<file path="src/hdl/ctc_pkg.sv">
package ctc_pkg;

   localparam int unsigned MAX_ERROR_W = 30;
   localparam int unsigned INTERVAL_W  = 40;
   localparam int unsigned CSR_INDEX_W = 1;
   localparam int unsigned CSR_DATA_W  = 40;

   localparam logic [MAX_ERROR_W-1:0] MAX_ERROR_RESET = 30'd1000000;
   localparam logic [INTERVAL_W-1:0]  INTERVAL_RESET  = 40'd3000000000;

   localparam logic [CSR_INDEX_W-1:0] CSR_MAX_ERROR = 1'b0;
   localparam logic [CSR_INDEX_W-1:0] CSR_INTERVAL  = 1'b1;

   localparam logic [1:0] FUNC_CONVERT = 2'd0;
   localparam logic [1:0] FUNC_INIT    = 2'd1;
   localparam logic [1:0] FUNC_CALIB   = 2'd2;
   localparam logic [1:0] FUNC_UNUSED  = 2'd3;

   localparam logic [2:0] STS_OK          = 3'd0;
   localparam logic [2:0] STS_NOT_READY   = 3'd1;
   localparam logic [2:0] STS_UNAVAILABLE = 3'd2;
   localparam logic [2:0] STS_BEFORE_BASE = 3'd3;
   localparam logic [2:0] STS_NOT_DUE     = 3'd4;
   localparam logic [2:0] STS_REJECTED    = 3'd5;

   typedef enum logic [1:0] {
      MODE_UNINIT  = 2'd0,
      MODE_READY   = 2'd2,
      MODE_UNAVAIL = 2'd3
   } mode_type;

   typedef enum logic [3:0] {
      S_IDLE, S_DECODE, S_MUL, S_CONV, S_PRED, S_ERR, S_CLAMP, S_CORR,
      S_CORR_CHK, S_DIV_SCALE, S_SCALE_CHK, S_DIV_DUE, S_DUE, S_SEND
   } state_type;

   typedef enum logic [4:0] {
      OP_NONE, OP_LATCH, OP_MUL_CONV, OP_MUL_CAL, OP_CONV_RES, OP_PRED, OP_ERR,
      OP_CLAMP, OP_CORR, OP_DIV_INIT, OP_DIV_CAL, OP_COMMIT_INIT, OP_COMMIT_CAL,
      OP_DUE, OP_FAIL, OP_STATUS, OP_SEND
   } op_type;

   typedef struct packed {
      op_type     op;
      logic [2:0] code;
   } cmd_type;

   typedef struct packed {
      logic [1:0] func;
      mode_type   mode;
      logic       below_base;
      logic       below_due;
      logic       sample_bad;
      logic       init_bad;
      logic       corr_bad;
      logic       quo_zero;
      logic       busy;
      logic       rsp_free;
   } stat_type;

endpackage

</file>
<file path="src/hdl/ctc_if.sv">
interface ctc_req_if;
   logic        valid;
   logic        ready;
   logic [1:0]  func;
   logic [63:0] counter;
   logic [63:0] first_count;
   logic signed [63:0] first_time;
   logic [63:0] sample_count;
   logic signed [63:0] sample_time;
   logic        sample_ok;
   logic        invariant_ok;

   modport source (output valid, func, counter, first_count, first_time, sample_count,
                   sample_time, sample_ok, invariant_ok, input ready);
   modport sink (input valid, func, counter, first_count, first_time, sample_count,
                 sample_time, sample_ok, invariant_ok, output ready);
endinterface

interface ctc_rsp_if;
   logic        valid;
   logic        ready;
   logic signed [63:0] time_ns;
   logic [2:0]  status;
   logic        clock_ready;

   modport source (output valid, time_ns, status, clock_ready, input ready);
   modport sink (input valid, time_ns, status, clock_ready, output ready);
endinterface

</file>
<file path="src/hdl/ctc_mul.sv">
module ctc_mul #(
   parameter int unsigned FRACTION_BITS = 32
) (
   input  logic        clock,
   input  logic        reset,
   input  logic        start,
   input  logic [63:0] a,
   input  logic [63:0] b,
   output logic        busy,
   output logic [63:0] result
);

   logic         busy_ff, busy_in;
   logic [5:0]   cnt_ff, cnt_in;
   logic [63:0]  a_ff, a_in;
   logic [127:0] p_ff, p_in;
   logic [64:0]  sum;

   // shift-add, one multiplier bit per cycle, low half holds the multiplier
   always_comb begin
      sum     = p_ff[0] ? ({1'b0, p_ff[127:64]} + {1'b0, a_ff}) : {1'b0, p_ff[127:64]};
      busy_in = busy_ff;
      cnt_in  = cnt_ff;
      a_in    = a_ff;
      p_in    = p_ff;
      if (start) begin
         busy_in = 1'b1;
         cnt_in  = 6'd63;
         a_in    = a;
         p_in    = {64'd0, b};
      end else if (busy_ff) begin
         p_in   = {sum, p_ff[63:1]};
         cnt_in = cnt_ff - 6'd1;
         if (cnt_ff == 6'd0) begin
            busy_in = 1'b0;
         end
      end
   end

   always_ff @(posedge clock) begin
      if (reset) begin
         busy_ff <= 1'b0;
      end else begin
         busy_ff <= busy_in;
      end
      cnt_ff <= cnt_in;
      a_ff   <= a_in;
      p_ff   <= p_in;
   end

   assign busy   = busy_ff;
   assign result = p_ff[FRACTION_BITS +: 64];

endmodule

</file>
<file path="src/hdl/ctc_div.sv">
module ctc_div #(
   parameter int unsigned FRACTION_BITS = 32
) (
   input  logic        clock,
   input  logic        reset,
   input  logic        start,
   input  logic [63:0] x,
   input  logic [63:0] d,
   output logic        busy,
   output logic [63:0] quo
);

   logic         busy_ff, busy_in;
   logic [6:0]   cnt_ff, cnt_in;
   logic [63:0]  d_ff, d_in;
   logic [63:0]  rem_ff, rem_in;
   logic [63:0]  q_ff, q_in;
   logic [127:0] num_ff, num_in;
   logic [64:0]  r2;
   logic [64:0]  diff;
   logic         ge;

   // restoring division of (x << FRACTION_BITS) by d, one bit a cycle
   always_comb begin
      r2      = {rem_ff, num_ff[127]};
      diff    = r2 - {1'b0, d_ff};
      ge      = (r2 >= {1'b0, d_ff});
      busy_in = busy_ff;
      cnt_in  = cnt_ff;
      d_in    = d_ff;
      rem_in  = rem_ff;
      q_in    = q_ff;
      num_in  = num_ff;
      if (start) begin
         busy_in = 1'b1;
         cnt_in  = 7'd127;
         d_in    = d;
         rem_in  = 64'd0;
         q_in    = 64'd0;
         num_in  = {64'd0, x} << FRACTION_BITS;
      end else if (busy_ff) begin
         rem_in = ge ? diff[63:0] : r2[63:0];
         q_in   = {q_ff[62:0], ge};
         num_in = {num_ff[126:0], 1'b0};
         cnt_in = cnt_ff - 7'd1;
         if (cnt_ff == 7'd0) begin
            busy_in = 1'b0;
         end
      end
   end

   always_ff @(posedge clock) begin
      if (reset) begin
         busy_ff <= 1'b0;
      end else begin
         busy_ff <= busy_in;
      end
      cnt_ff <= cnt_in;
      d_ff   <= d_in;
      rem_ff <= rem_in;
      q_ff   <= q_in;
      num_ff <= num_in;
   end

   assign busy = busy_ff;
   assign quo  = q_ff;

endmodule

</file>
<file path="src/hdl/ctc_ctrl.sv">
module ctc_ctrl (
   input  logic              clock,
   input  logic              reset,
   input  logic              req_valid,
   output logic              req_ready,
   input  ctc_pkg::stat_type stat,
   output ctc_pkg::cmd_type  cmd
);

   ctc_pkg::state_type state_ff, state_in;

   always_ff @(posedge clock) begin
      if (reset) begin
         state_ff <= ctc_pkg::S_IDLE;
      end else begin
         state_ff <= state_in;
      end
   end

   always_comb begin
      state_in  = state_ff;
      req_ready = 1'b0;
      cmd.op    = ctc_pkg::OP_NONE;
      cmd.code  = ctc_pkg::STS_OK;
      unique case (state_ff)
         ctc_pkg::S_IDLE: begin
            req_ready = 1'b1;
            if (req_valid) begin
               cmd.op   = ctc_pkg::OP_LATCH;
               state_in = ctc_pkg::S_DECODE;
            end
         end
         ctc_pkg::S_DECODE: begin
            state_in = ctc_pkg::S_SEND;
            cmd.op   = ctc_pkg::OP_STATUS;
            case (stat.func)
               ctc_pkg::FUNC_CONVERT: begin
                  if (stat.mode == ctc_pkg::MODE_UNINIT) begin
                     cmd.code = ctc_pkg::STS_NOT_READY;
                  end else if (stat.mode != ctc_pkg::MODE_READY) begin
                     cmd.code = ctc_pkg::STS_UNAVAILABLE;
                  end else if (stat.below_base) begin
                     cmd.code = ctc_pkg::STS_BEFORE_BASE;
                  end else begin
                     cmd.op   = ctc_pkg::OP_MUL_CONV;
                     state_in = ctc_pkg::S_MUL;
                  end
               end
               ctc_pkg::FUNC_INIT: begin
                  if (stat.mode == ctc_pkg::MODE_READY) begin
                     cmd.code = ctc_pkg::STS_OK;
                  end else if (stat.mode != ctc_pkg::MODE_UNINIT) begin
                     cmd.code = ctc_pkg::STS_UNAVAILABLE;
                  end else if (stat.init_bad) begin
                     cmd.op = ctc_pkg::OP_FAIL;
                  end else begin
                     cmd.op   = ctc_pkg::OP_DIV_INIT;
                     state_in = ctc_pkg::S_DIV_SCALE;
                  end
               end
               ctc_pkg::FUNC_CALIB: begin
                  if (stat.mode == ctc_pkg::MODE_UNINIT) begin
                     cmd.code = ctc_pkg::STS_NOT_READY;
                  end else if (stat.mode != ctc_pkg::MODE_READY) begin
                     cmd.code = ctc_pkg::STS_UNAVAILABLE;
                  end else if (stat.below_due) begin
                     cmd.code = ctc_pkg::STS_NOT_DUE;
                  end else if (stat.sample_bad) begin
                     cmd.code = ctc_pkg::STS_REJECTED;
                  end else begin
                     cmd.op   = ctc_pkg::OP_MUL_CAL;
                     state_in = ctc_pkg::S_MUL;
                  end
               end
               default: begin
                  cmd.code = ctc_pkg::STS_REJECTED;
               end
            endcase
         end
         ctc_pkg::S_MUL: begin
            if (!stat.busy) begin
               state_in = (stat.func == ctc_pkg::FUNC_CONVERT) ? ctc_pkg::S_CONV
                                                                 : ctc_pkg::S_PRED;
            end
         end
         ctc_pkg::S_CONV: begin
            cmd.op   = ctc_pkg::OP_CONV_RES;
            state_in = ctc_pkg::S_SEND;
         end
         ctc_pkg::S_PRED: begin
            cmd.op   = ctc_pkg::OP_PRED;
            state_in = ctc_pkg::S_ERR;
         end
         ctc_pkg::S_ERR: begin
            cmd.op   = ctc_pkg::OP_ERR;
            state_in = ctc_pkg::S_CLAMP;
         end
         ctc_pkg::S_CLAMP: begin
            cmd.op   = ctc_pkg::OP_CLAMP;
            state_in = ctc_pkg::S_CORR;
         end
         ctc_pkg::S_CORR: begin
            cmd.op   = ctc_pkg::OP_CORR;
            state_in = ctc_pkg::S_CORR_CHK;
         end
         ctc_pkg::S_CORR_CHK: begin
            if (stat.corr_bad) begin
               cmd.op   = ctc_pkg::OP_STATUS;
               cmd.code = ctc_pkg::STS_REJECTED;
               state_in = ctc_pkg::S_SEND;
            end else begin
               cmd.op   = ctc_pkg::OP_DIV_CAL;
               state_in = ctc_pkg::S_DIV_SCALE;
            end
         end
         ctc_pkg::S_DIV_SCALE: begin
            if (!stat.busy) begin
               state_in = ctc_pkg::S_SCALE_CHK;
            end
         end
         ctc_pkg::S_SCALE_CHK: begin
            if (stat.quo_zero) begin
               state_in = ctc_pkg::S_SEND;
               if (stat.func == ctc_pkg::FUNC_INIT) begin
                  cmd.op = ctc_pkg::OP_FAIL;
               end else begin
                  cmd.op   = ctc_pkg::OP_STATUS;
                  cmd.code = ctc_pkg::STS_REJECTED;
               end
            end else begin
               state_in = ctc_pkg::S_DIV_DUE;
               cmd.op   = (stat.func == ctc_pkg::FUNC_INIT) ? ctc_pkg::OP_COMMIT_INIT
                                                              : ctc_pkg::OP_COMMIT_CAL;
            end
         end
         ctc_pkg::S_DIV_DUE: begin
            if (!stat.busy) begin
               state_in = ctc_pkg::S_DUE;
            end
         end
         ctc_pkg::S_DUE: begin
            cmd.op   = ctc_pkg::OP_DUE;
            state_in = ctc_pkg::S_SEND;
         end
         ctc_pkg::S_SEND: begin
            if (stat.rsp_free) begin
               cmd.op   = ctc_pkg::OP_SEND;
               state_in = ctc_pkg::S_IDLE;
            end
         end
         default: begin
            state_in = ctc_pkg::S_IDLE;
         end
      endcase
   end

endmodule

</file>
<file path="src/hdl/ctc_dp.sv">
module ctc_dp #(
   parameter int unsigned FRACTION_BITS = 32
) (
   input  logic                            clock,
   input  logic                            reset,
   input  ctc_pkg::cmd_type                cmd,
   output ctc_pkg::stat_type               stat,
   input  logic [1:0]                      req_func,
   input  logic [63:0]                     req_counter,
   input  logic [63:0]                     req_first_count,
   input  logic [63:0]                     req_first_time,
   input  logic [63:0]                     req_sample_count,
   input  logic [63:0]                     req_sample_time,
   input  logic                            req_sample_ok,
   input  logic                            req_invariant_ok,
   input  logic                            csr_write_enable,
   input  logic [ctc_pkg::CSR_INDEX_W-1:0] csr_index,
   input  logic [ctc_pkg::CSR_DATA_W-1:0]  csr_write_data,
   input  logic                            rsp_ready,
   output logic                            rsp_valid,
   output logic [63:0]                     rsp_time_ns,
   output logic [2:0]                      rsp_status,
   output logic                            rsp_clock_ready
);

   // latched item
   logic [1:0]  func_ff;
   logic [63:0] counter_ff, fc_ff, ft_ff, sc_ff, st_ff;
   logic        sok_ff, inv_ff;

   // conversion state
   ctc_pkg::mode_type mode_ff;
   logic [63:0] base_count_ff, base_time_ff, scale_ff, last_error_ff, due_count_ff;

   // calibration scratch
   logic [63:0] pred_ff, err_ff, corr_ff;

   logic [ctc_pkg::MAX_ERROR_W-1:0] max_error_ff;
   logic [ctc_pkg::INTERVAL_W-1:0]  interval_ff;

   logic [63:0] res_time_ff;
   logic [2:0]  res_status_ff;
   logic        rsp_valid_ff;
   logic [63:0] rsp_time_ff;
   logic [2:0]  rsp_status_ff;
   logic        rsp_clock_ready_ff;

   logic        mul_start, div_start, mul_busy, div_busy;
   logic [63:0] mul_a, mul_b, mul_res, div_x, div_d, quo;
   logic [63:0] dt, dc, lim, neg_lim;

   assign dt      = st_ff - ft_ff;
   assign dc      = sc_ff - fc_ff;
   assign lim     = {{(64 - ctc_pkg::MAX_ERROR_W){1'b0}}, max_error_ff};
   assign neg_lim = 64'd0 - lim;

   always_comb begin
      mul_start = 1'b0;
      mul_a     = counter_ff - base_count_ff;
      mul_b     = scale_ff;
      div_start = 1'b0;
      div_x     = dt;
      div_d     = dc;
      case (cmd.op)
         ctc_pkg::OP_MUL_CONV: begin
            mul_start = 1'b1;
         end
         ctc_pkg::OP_MUL_CAL: begin
            mul_start = 1'b1;
            mul_a     = sc_ff - base_count_ff;
         end
         ctc_pkg::OP_DIV_INIT: begin
            div_start = 1'b1;
         end
         ctc_pkg::OP_DIV_CAL: begin
            div_start = 1'b1;
            div_x     = corr_ff;
            div_d     = sc_ff - base_count_ff;
         end
         ctc_pkg::OP_COMMIT_INIT, ctc_pkg::OP_COMMIT_CAL: begin
            div_start = 1'b1;
            div_x     = {{(64 - ctc_pkg::INTERVAL_W){1'b0}}, interval_ff};
            div_d     = quo;
         end
         default: begin
         end
      endcase
   end

   ctc_mul #(.FRACTION_BITS(FRACTION_BITS)) u_mul (
      .clock  (clock),
      .reset  (reset),
      .start  (mul_start),
      .a      (mul_a),
      .b      (mul_b),
      .busy   (mul_busy),
      .result (mul_res)
   );

   ctc_div #(.FRACTION_BITS(FRACTION_BITS)) u_div (
      .clock (clock),
      .reset (reset),
      .start (div_start),
      .x     (div_x),
      .d     (div_d),
      .busy  (div_busy),
      .quo   (quo)
   );

   always_comb begin
      stat.func       = func_ff;
      stat.mode       = mode_ff;
      stat.below_base = (counter_ff < base_count_ff);
      stat.below_due  = (counter_ff < due_count_ff);
      stat.sample_bad = !sok_ff || (sc_ff <= base_count_ff);
      stat.init_bad   = !inv_ff || !sok_ff || (sc_ff <= fc_ff) || dt[63] || (dt == 64'd0);
      stat.corr_bad   = corr_ff[63] || (corr_ff == 64'd0);
      stat.quo_zero   = (quo == 64'd0);
      stat.busy       = mul_busy || div_busy;
      stat.rsp_free   = !rsp_valid_ff || rsp_ready;
   end

   always_ff @(posedge clock) begin
      if (reset) begin
         max_error_ff <= ctc_pkg::MAX_ERROR_RESET;
         interval_ff  <= ctc_pkg::INTERVAL_RESET;
      end else if (csr_write_enable) begin
         unique case (csr_index)
            ctc_pkg::CSR_MAX_ERROR: max_error_ff <= csr_write_data[ctc_pkg::MAX_ERROR_W-1:0];
            ctc_pkg::CSR_INTERVAL:  interval_ff  <= csr_write_data[ctc_pkg::INTERVAL_W-1:0];
            default: begin
            end
         endcase
      end
   end

   always_ff @(posedge clock) begin
      if (cmd.op == ctc_pkg::OP_LATCH) begin
         func_ff    <= req_func;
         counter_ff <= req_counter;
         fc_ff      <= req_first_count;
         ft_ff      <= req_first_time;
         sc_ff      <= req_sample_count;
         st_ff      <= req_sample_time;
         sok_ff     <= req_sample_ok;
         inv_ff     <= req_invariant_ok;
      end
      case (cmd.op)
         ctc_pkg::OP_PRED: pred_ff <= base_time_ff + mul_res;
         ctc_pkg::OP_ERR:  err_ff  <= pred_ff - st_ff;
         ctc_pkg::OP_CLAMP: begin
            if ($signed(err_ff) > $signed(lim)) begin
               err_ff <= lim;
            end else if ($signed(err_ff) < $signed(neg_lim)) begin
               err_ff <= neg_lim;
            end
         end
         // elapsed time corrected by twice the error less the previous one
         ctc_pkg::OP_CORR: corr_ff <= mul_res - {err_ff[62:0], 1'b0} + last_error_ff;
         ctc_pkg::OP_CONV_RES: begin
            res_time_ff   <= base_time_ff + mul_res;
            res_status_ff <= ctc_pkg::STS_OK;
         end
         ctc_pkg::OP_STATUS: begin
            res_time_ff   <= 64'd0;
            res_status_ff <= cmd.code;
         end
         ctc_pkg::OP_FAIL: begin
            res_time_ff   <= 64'd0;
            res_status_ff <= ctc_pkg::STS_UNAVAILABLE;
         end
         ctc_pkg::OP_DUE: begin
            res_time_ff   <= 64'd0;
            res_status_ff <= ctc_pkg::STS_OK;
         end
         default: begin
         end
      endcase
   end

   always_ff @(posedge clock) begin
      if (reset) begin
         mode_ff       <= ctc_pkg::MODE_UNINIT;
         base_count_ff <= 64'd0;
         base_time_ff  <= 64'd0;
         scale_ff      <= 64'd0;
         last_error_ff <= 64'd0;
         due_count_ff  <= 64'd0;
      end else begin
         case (cmd.op)
            ctc_pkg::OP_FAIL: mode_ff <= ctc_pkg::MODE_UNAVAIL;
            ctc_pkg::OP_COMMIT_INIT: begin
               base_count_ff <= fc_ff;
               base_time_ff  <= ft_ff;
               scale_ff      <= quo;
               last_error_ff <= 64'd0;
               mode_ff       <= ctc_pkg::MODE_READY;
            end
            ctc_pkg::OP_COMMIT_CAL: begin
               base_count_ff <= sc_ff;
               base_time_ff  <= pred_ff;
               scale_ff      <= quo;
               last_error_ff <= err_ff;
            end
            ctc_pkg::OP_DUE: due_count_ff <= sc_ff + quo;
            default: begin
            end
         endcase
      end
   end

   always_ff @(posedge clock) begin
      if (reset) begin
         rsp_valid_ff <= 1'b0;
      end else if (cmd.op == ctc_pkg::OP_SEND) begin
         rsp_valid_ff <= 1'b1;
      end else if (rsp_ready) begin
         rsp_valid_ff <= 1'b0;
      end
      if (cmd.op == ctc_pkg::OP_SEND) begin
         rsp_time_ff        <= res_time_ff;
         rsp_status_ff      <= res_status_ff;
         rsp_clock_ready_ff <= (mode_ff == ctc_pkg::MODE_READY);
      end
   end

   assign rsp_valid       = rsp_valid_ff;
   assign rsp_time_ns     = rsp_time_ff;
   assign rsp_status      = rsp_status_ff;
   assign rsp_clock_ready = rsp_clock_ready_ff;

endmodule

</file>
<file path="src/hdl/counter_time_conversion_calibrator.sv">
// Cycle count to nanosecond converter with self-calibration.
// req_ch carries one command per transfer: convert a count, initialize the
// scale from two reference pairs, or calibrate against a fresh pair.
// rsp_ch returns exactly one result per command: time_ns (non-zero only for a
// successful convert), status and clock_ready (scale valid after the command).
// csr_* writes max_error_ns (index 0) or interval_ns (index 1); write only
// while no command is in flight.
// One command at a time. Work from request transfer to response valid:
//   status-only answers           no arithmetic
//   convert                       64-step shift-add multiply
//   initialize                    two 128-step divisions
//   calibrate                     multiply, then two divisions
// The bit-serial multiplier and divider do this work. req_ch.ready is high
// whenever no command is in flight, even while a response still waits in the
// output register; a stalled receiver holds the response and stops the next
// command only at its response stage. Reset returns the block to uninitialized
// with config registers at their defaults; no clearing pass is needed.
module counter_time_conversion_calibrator #(
   parameter int unsigned FRACTION_BITS = 32
) (
   input  logic                            clock,
   input  logic                            reset,
   ctc_req_if.sink                         req_ch,
   ctc_rsp_if.source                       rsp_ch,
   input  logic                            csr_write_enable,
   input  logic [ctc_pkg::CSR_INDEX_W-1:0] csr_index,
   input  logic [ctc_pkg::CSR_DATA_W-1:0]  csr_write_data
);

   ctc_pkg::cmd_type  cmd;
   ctc_pkg::stat_type stat;
   logic [63:0]       time_raw;

   ctc_ctrl u_ctrl (
      .clock     (clock),
      .reset     (reset),
      .req_valid (req_ch.valid),
      .req_ready (req_ch.ready),
      .stat      (stat),
      .cmd       (cmd)
   );

   ctc_dp #(.FRACTION_BITS(FRACTION_BITS)) u_dp (
      .clock            (clock),
      .reset            (reset),
      .cmd              (cmd),
      .stat             (stat),
      .req_func         (req_ch.func),
      .req_counter      (req_ch.counter),
      .req_first_count  (req_ch.first_count),
      .req_first_time   (req_ch.first_time),
      .req_sample_count (req_ch.sample_count),
      .req_sample_time  (req_ch.sample_time),
      .req_sample_ok    (req_ch.sample_ok),
      .req_invariant_ok (req_ch.invariant_ok),
      .csr_write_enable (csr_write_enable),
      .csr_index        (csr_index),
      .csr_write_data   (csr_write_data),
      .rsp_ready        (rsp_ch.ready),
      .rsp_valid        (rsp_ch.valid),
      .rsp_time_ns      (time_raw),
      .rsp_status       (rsp_ch.status),
      .rsp_clock_ready  (rsp_ch.clock_ready)
   );

   assign rsp_ch.time_ns = $signed(time_raw);

endmodule

</file>
<file path="src/flat_wrapper.sv">
// flat-port wrapper written by rule: the top's interface ports become plain ports
module counter_time_conversion_calibrator_flat 
#(
   parameter int unsigned FRACTION_BITS = 32
)
  (clock, reset, csr_write_enable, csr_index, csr_write_data, req_ch_valid, req_ch_func, req_ch_counter, req_ch_first_count, req_ch_first_time, req_ch_sample_count, req_ch_sample_time, req_ch_sample_ok, req_ch_invariant_ok, req_ch_ready, rsp_ch_valid, rsp_ch_time_ns, rsp_ch_status, rsp_ch_clock_ready, rsp_ch_ready);
  ctc_req_if req_ch_i ();
  ctc_rsp_if rsp_ch_i ();
  input  logic clock;
  input  logic reset;
  input  logic csr_write_enable;
  input  logic [ctc_pkg::CSR_INDEX_W-1:0] csr_index;
  input  logic [ctc_pkg::CSR_DATA_W-1:0] csr_write_data;
  input wire logic [$bits(req_ch_i.valid)-1:0] req_ch_valid;
  input wire logic [$bits(req_ch_i.func)-1:0] req_ch_func;
  input wire logic [$bits(req_ch_i.counter)-1:0] req_ch_counter;
  input wire logic [$bits(req_ch_i.first_count)-1:0] req_ch_first_count;
  input wire logic [$bits(req_ch_i.first_time)-1:0] req_ch_first_time;
  input wire logic [$bits(req_ch_i.sample_count)-1:0] req_ch_sample_count;
  input wire logic [$bits(req_ch_i.sample_time)-1:0] req_ch_sample_time;
  input wire logic [$bits(req_ch_i.sample_ok)-1:0] req_ch_sample_ok;
  input wire logic [$bits(req_ch_i.invariant_ok)-1:0] req_ch_invariant_ok;
  output wire logic [$bits(req_ch_i.ready)-1:0] req_ch_ready;
  output wire logic [$bits(rsp_ch_i.valid)-1:0] rsp_ch_valid;
  output wire logic [$bits(rsp_ch_i.time_ns)-1:0] rsp_ch_time_ns;
  output wire logic [$bits(rsp_ch_i.status)-1:0] rsp_ch_status;
  output wire logic [$bits(rsp_ch_i.clock_ready)-1:0] rsp_ch_clock_ready;
  input wire logic [$bits(rsp_ch_i.ready)-1:0] rsp_ch_ready;
  assign req_ch_i.valid = req_ch_valid;
  assign req_ch_i.func = req_ch_func;
  assign req_ch_i.counter = req_ch_counter;
  assign req_ch_i.first_count = req_ch_first_count;
  assign req_ch_i.first_time = req_ch_first_time;
  assign req_ch_i.sample_count = req_ch_sample_count;
  assign req_ch_i.sample_time = req_ch_sample_time;
  assign req_ch_i.sample_ok = req_ch_sample_ok;
  assign req_ch_i.invariant_ok = req_ch_invariant_ok;
  assign req_ch_ready = req_ch_i.ready;
  assign rsp_ch_valid = rsp_ch_i.valid;
  assign rsp_ch_time_ns = rsp_ch_i.time_ns;
  assign rsp_ch_status = rsp_ch_i.status;
  assign rsp_ch_clock_ready = rsp_ch_i.clock_ready;
  assign rsp_ch_i.ready = rsp_ch_ready;
  counter_time_conversion_calibrator #(.FRACTION_BITS(FRACTION_BITS)) u_core (.clock(clock), .reset(reset), .req_ch(req_ch_i), .rsp_ch(rsp_ch_i), .csr_write_enable(csr_write_enable), .csr_index(csr_index), .csr_write_data(csr_write_data));
endmodule
</file>
<file path="config.mk">
export PLATFORM = sky130hd
export DESIGN_NAME = counter_time_conversion_calibrator_flat
export DESIGN_NICKNAME = d
export VERILOG_FILES = /design/src/hdl/ctc_pkg.sv /design/src/hdl/ctc_if.sv /design/src/hdl/ctc_mul.sv /design/src/hdl/ctc_div.sv /design/src/hdl/ctc_ctrl.sv /design/src/hdl/ctc_dp.sv /design/src/hdl/counter_time_conversion_calibrator.sv /design/src/flat_wrapper.sv
export SDC_FILE = /design/constraint.sdc
export NUM_CORES = 2
export LEC_CHECK = 0
export BUFFER_PORTS_ARGS = -buffer_cell sky130_fd_sc_hd__clkbuf_2
export CORE_UTILIZATION = 29
export CTS_CLUSTER_SIZE = 14
export DETAILED_ROUTE_END_ITERATION = 10
export HOLD_SLACK_MARGIN = 0.05
export SLEW_MARGIN = 10
export SYNTH_ARGS = -nofsm -noshare
export SYNTH_HDL_FRONTEND = slang
export SYNTH_SLANG_ARGS = --single-unit
</file>
<file path="constraint.sdc">
create_clock -name clock -period 40.7 [get_ports clock]
set_input_delay 8.14 -clock clock [delete_from_list [all_inputs] [get_ports clock]]
set_output_delay 8.14 -clock clock [all_outputs]
set_load 0.1 [all_outputs]
</file>
# After elaboration in Yosys (flattened, before gate mapping)
# Cells that the tools add are included.
[word_totals]
inputBits = 370
rom_bits = 0
register_bits = 1543
wordCells = 218
latchBits = 0
n_memories = 0
ramBits = 0
[op_classes]
multipliers = 0
muxes = 81
n_addsub = 14
n_reduce_logical = 38
n_div = 0
bitwise_logic = 1
shifts = 0
n_eq_ne = 39
magnitude_cmp = 7
[ops]
columns = ["cell", "n"]
rows = [
  ["$pmux 64 s2", 7],
  ["$sub 64x64->64", 7],
  ["$mux 64", 6],
  ["$add 64x64->64", 3],
  ["$logic_not 64->1", 3],
  ["$mux 96", 2],
  ["$le 64x64->1", 2],
  ["$lt 64x64->1", 2],
  ["$mux 4", 18],
  ["$add 64x64->65", 1],
  ["$ge 65x64->1", 1],
  ["$mux 65", 1],
  ["$gt 64x31->1", 1],
  ["$lt 64x31->1", 1],
  ["$pmux 5 s11", 1],
  ["$pmux 4 s13", 1],
  ["$mux 3", 16],
  ["$eq 5x4->1 const B", 8],
  ["$sub 1x30->31 const A", 1],
  ["$pmux 3 s3", 3],
  ["$mux 5", 5],
  ["$eq 4x4->1 const B", 6],
  ["$eq 5x3->1 const B", 4],
  ["$eq 4x3->1 const B", 4],
  ["other kinds (31)", 76],
]

# Depth between registers and ports, before layout
[logic_depth]
ltp_word = 14
depth_mapped = 29
mapped_depth_nobuf = 29

# By module
# From an unflattened synthesis, not the netlist that was laid out.
[unflattened]
hier_cells = 11240
area_unflattened_um2 = 101700.0
[modules_own_cells]
columns = ["module", "cells_per_inst", "instances", "area_per_inst_um2"]
rows = [
  ["ctc_dp", 8403, 1, 73382.9],
  ["ctc_div", 1575, 1, 15631.2],
  ["ctc_mul", 1142, 1, 11867.6],
  ["ctc_ctrl", 120, 1, 818.3],
]

# Least setup slack after synthesis
# No wires, ideal clock.
[synth_timing]
kind = "flip-flop to flip-flop"
from = "register u_core.u_dp.max_error_ff[1] in the netlist's numbering"
to = "register u_core.u_dp.err_ff[0] (enable)"
setup_time_ns = 0.828
stages_incl_launch_ff = 30
n_path_buf = 0
arrival_ns = 17.596
path_slack_ns = 22.277
cell_sequence = "dfxtp_1 -> inv_1 -> ha_1 -> nand4_1 -> nand2b_1 -> nand3b_1 -> or3_1 -> or3_1 -> or3_1 -> or3_1 -> or3_1 -> or3_1 -> nor3_1 -> ha_1 -> a21o_1 -> a21o_1 -> a21oi_1 -> nor2b_1 -> o21ai_0 -> nand2b_1 -> a21oi_1 -> nor2b_1 -> o21ai_0 -> o211ai_1 -> nand2_1 -> o311ai_0 -> a21oi_1 -> o31ai_1 -> and4_1 -> a2111oi_0"
[synth_between]
elab_chain_len = 4
word_cells_on_any_way = 5
[synth_lines]
columns = ["item", "line", "source"]
rows = [
  ["start, declared", "ctc_dp.sv:38", "logic [ctc_pkg::MAX_ERROR_W-1:0] max_error_ff;"],
  ["start signal, assigned", "ctc_dp.sv:125", "max_error_ff <= ctc_pkg::MAX_ERROR_RESET;"],
  ["start signal, assigned", "ctc_dp.sv:129", "ctc_pkg::CSR_MAX_ERROR: max_error_ff <= csr_write_data[ctc_pkg::MAX_ERROR_W-1:0];"],
  ["$sub 1x30->31", "ctc_dp.sv:55", "assign neg_lim = 64'd0 - lim;"],
  ["$lt 64x31->1", "ctc_dp.sv:154", "end else if ($signed(err_ff) < $signed(neg_lim)) begin"],
  ["$ne 3x3->1 (no source line) (*)", "-", ""],
  ["$reduce_and 2->1 (no source line) (*)", "-", ""],
  ["end signal, assigned", "ctc_dp.sv:150", "ctc_pkg::OP_ERR: err_ff <= pred_ff - st_ff;"],
  ["end signal, assigned", "ctc_dp.sv:153", "err_ff <= lim;"],
  ["end signal, assigned", "ctc_dp.sv:155", "err_ff <= neg_lim;"],
  ["end, declared", "ctc_dp.sv:36", "logic [63:0] pred_ff, err_ff, corr_ff;"],
]
# Every way passes the cells marked *; elsewhere a longest branch is shown, timed or not.
# A chain may end at the register's enable or synchronous reset.

# Worst setup path after layout
[layout_timing]
from = "input port req_ch_valid"
to = "register u_core.u_dp.u_div.d_ff[37] (enable)"
[layout_between]
elab_chain_len = 5
word_cells_on_any_way = 8
[layout_lines]
columns = ["item", "line", "source"]
rows = [
  ["start, declared", "flat_wrapper.sv:14", "input wire logic [$bits(req_ch_i.valid)-1:0] req_ch_valid;"],
  ["$mux 1 (*)", "ctc_ctrl.sv:28", "if (req_valid) begin"],
  ["$pmux 5 s11 (*)", "ctc_ctrl.sv:25", "unique case (state_ff)"],
  ["$eq 5x4->1", "ctc_dp.sv:64", "case (cmd.op)"],
  ["$reduce_or 4->1 (no source line) (*)", "-", ""],
  ["$mux 1 (*)", "ctc_dp.sv:64", ""],
  ["end signal, assigned", "ctc_div.sv:59", "d_ff <= d_in;"],
  ["end, declared", "ctc_div.sv:15", "logic [63:0] d_ff, d_in;"],
]
# Marks and branches as above.

==> impl_metrics.toml <==
[outcome]
status = "finished, final reports clean"

[critical_path]
path_cells = "clkbuf_2 -> a21oi_1 -> nor2_1 -> a311oi_1 -> o21a_1 -> o221ai_2 -> buf_4 -> nand3_1 -> and3_4 -> inv_8 -> buf_4"
cp_data_required_time_ps = 41170
reg2regPathDepth = 26
crit_type = "in -> reg"
crit_arrival_ps = 11840
max_stage_delay_ps = 830
path_common_cell = "buf_4"
cp-end-kind = "register"
rr_startpoint = "u_core.u_dp.max_error_ff[1]$_SDFFE_PP0P_"
crit_slowest_cell = "buf_4"
critPathLaunchType = "input port"
r2r_setup_slack_ps = 30860
cp_max_fo = 91
reg2reg_to = "u_core.u_dp.err_ff[8]$_DFFE_PP_"

[power]
p_sw_share_pct = 47.5
p_sw_mw = 5.04
clock_power_share_pct = 16.8
peakVddDrop_uv = 81.0
seq_power_share_pct = 27.2
leakagePower_nw = 46.2
p_int_mw = 5.58
combPwrFrac_pct = 56.0
powerDensity_nw_per_um2 = 94.8

[logic_synthesis]
synth_top_area_share_pct = 27.6
synth-adder-area-share_pct = 11.6
yosys.area_share.simple_pct = 14.8
synthXorXnorAreaFrac_pct = 5.37
synth_top_area_cell = "edfxtp_1"
synth-async-reset-ratio_pct = 0
synth_top_family_by_area = "compound AO/OA/AOI/OAI gates"
yosysMostFrequentCell = "nand2_1"
synth_compound_area_share_pct = 21.0
ys.flop_type = "edfxtp_1"
syn_avg_cell_area_sq_um = 9.03
ys_types = 103
synth_cells = 10900
synth_nets = 12200
synth_edf_count = 907
ys_ff_latch = 1543
synth_mux_area_share_pct = 1.62
synth_commonest_cells = "1187 x nand2_1, 1150 x a21oi_1, 907 x edfxtp_1, 862 x inv_1, 845 x nor2_1"
yosys_warnings = 0
syn_area_sq_um = 98700
synth.area.top_cells = "edfxtp_1 28%, dfxtp_1 13%, ha_1 10%"
ys_seq_area_share_pct = 40.5

[timing]
setup_viol = 0
fin_crit_ps = 11370
rsz0062_at_grt = "no"
slew_violations = 0
fin_setup_tns_ps = 0
max-slew-margin-rel_pct = 11.5
period_share_pct = 27.9
clock_skew_ps = 85.3
timing.final.hold_violations = 0
max_clock_freq_ghz = 0.0880
tightest_slew_ps = 1310

[clock_tree]
cts_buffer_depth = 4
ctsResizeCount = 0
clkSinkCount = 1543
clkSlewWorstSetupHoldPaths_ps = 60
cts_setup_buffers = 0
ctsHoldBuffers = 0
clkLatencyLatePin_ps = 920
tritoncts = "yes"
numCtsBuffers = 185
clock-root-buffer = "clkbuf_16"
h-tree-depth = 4

[final_layout]
finish.utilization_pct = 33.2
top_regs = "u_core.u_dp.u_mul.p_ff (128), u_core.u_dp.u_div.num_ff (96)"
area.growth.synth_to_final_pct = 13.5
finish.net_count = 12500
largest_reg_flops = 128
drive_above_1_share_pct = 8.50
regArea_sq_um = 40000
fillers = 35200
multi_input_area_sq_um = 53800
regMostFlops = "u_core.u_dp.u_mul.p_ff"
final_area_sq_um = 112000

[floorplanning]
die_h_microns = 586
core.rowCount = 213
ios = 440
die_w_microns = 586
initial_utilization_pct = 29.2
dieArea_sq_um = 343000
core_area_sq_um = 338000

[grt]
antenna_found_initial = 28
grt_start_max_net_pins = 132
grt_pass1_wl_mm = 527
grt_pass1_vias = 78100
grt_use_total_pct = 20.6
overflow = 0

[placed_design]
io_buffer_count = 439
dp_hpwl_mm = 285
placed_cell_area_sq_um = 106000
gp_congestion = 0.963

[drt]
wl_mm = 367
ant_nets = 0
drt_drc_violations_left = 0
vias_per_cell = 5.26
via_count = 83600
post_drt_wl_per_cell_microns = 23.1
drt_iter0_drc = 8377
drt_pre_antenna_iters = 6

[min_path]
whs_path_depth = 0
worstHoldStart = "u_core.u_dp.res_status_ff[0]$_DFFE_PP_"
hold_path_class = "reg -> reg"
holdPathEnd = "u_core.u_dp.rsp_status[0]$_DFFE_PP_"

[job]
cap_violations = 0
==> critical path, delay by kind of cell <==
| kind | cells | cell delay (ps) |
|---|---|---|
| AOI/OAI and AO/OA | 4 | 440 |
| buffers and inverters | 4 | 1660 |
| and+or+nand+nor | 3 | 1360 |
==> metal layers <==
| layer | global-route usage [%] | part of all wire [%] |
|---|---|---|
| met3 | 3.05 | 6.9 |
| met1 | 28.1 | 44 |
| met5 | 0 | 0.038 |
| met2 | 31.7 | 43 |
| met4 | 10.4 | 5.7 |
==> metrics by stage <==
step                hold WS (ps)  power, mW  std cells  worst slack (ps)
floorplan                    400       6.83      10900             22280
global placement             403       8.70      15500             28580
detailed placement           405       8.73      15500             28560
CTS                          358       10.6      15900             29450
global route                 371       11.3      15900             29190
finish                       351       10.6      15900             29330
==> cell usage in the layout, fill, tap and decap left out, types with 94 or more instances in the layout <==
master	count
a211oi_1	216
a21o_1	460
a21oi_1	1150
buf_4	94
clkbuf_16	189
clkbuf_2	438
dfxtp_1	634
edfxtp_1	907
ha_1	799
inv_1	861
mux2i_1	152
nand2_1	1184
nand2b_1	122
nand3_1	211
nand4_1	139
nor2_1	840
nor2b_1	165
nor3_1	136
o21a_1	117
o21ai_0	580
o21bai_1	99
xnor2_1	400
xor2_1	205
==> how the worst max path moves through the flow <==
stage / start / end / slack (ps) / depth (start not counted)
detailed placement: req_ch_valid / u_core.u_dp.u_div.num_ff[36]$_DFFE_PP_ / 28560 / 12
floorplan: u_core.u_dp.max_error_ff[1]$_SDFFE_PP0P_ / u_core.u_dp.err_ff[0]$_DFFE_PP_ / 22280 / 29
global placement: req_ch_valid / u_core.u_dp.u_div.num_ff[36]$_DFFE_PP_ / 28580 / 12
finish: req_ch_valid / u_core.u_dp.u_div.d_ff[37]$_DFFE_PN_ / 29330 / 11
CTS: req_ch_valid / u_core.u_dp.u_div.num_ff[36]$_DFFE_PP_ / 29450 / 12
global route: req_ch_valid / u_core.u_dp.u_div.d_ff[24]$_DFFE_PN_ / 29190 / 12
==> power groups by stage <==
stage	logic, mW	registers, mW	clock network [mW]
after floorplan	4.12	2.71	0
after global placement	5.79	2.91	0
after detailed placement	5.82	2.91	0
after CTS	5.86	2.88	1.82
after global routing	6.48	2.91	1.87
final	5.95	2.88	1.79
==> cell type report <==
| type | instances | area share (%) |
|---|---|---|
| diodes | 6 | 0.0134 |
| flip-flops and latches | 1543 | 35.7 |
| multi-input cells | 8092 | 48.0 |
| repair buffers | 534 | 2.62 |
| inverters | 863 | 2.90 |
| clock inverters | 100 | 1.17 |
| well taps | 4515 | 5.04 |
| clock buffers | 241 | 4.57 |
==> cells by family after synthesis <==
family	Yosys count
AO/OA/AOI/OAI	3276
XOR/XNOR	605
adder cells (fa/ha/maj)	870
buffers and inverters	1306
flip-flops	1543
multiplexers	159
AND/OR/NAND/NOR	3182
Power figures use the tool's default switching activity.
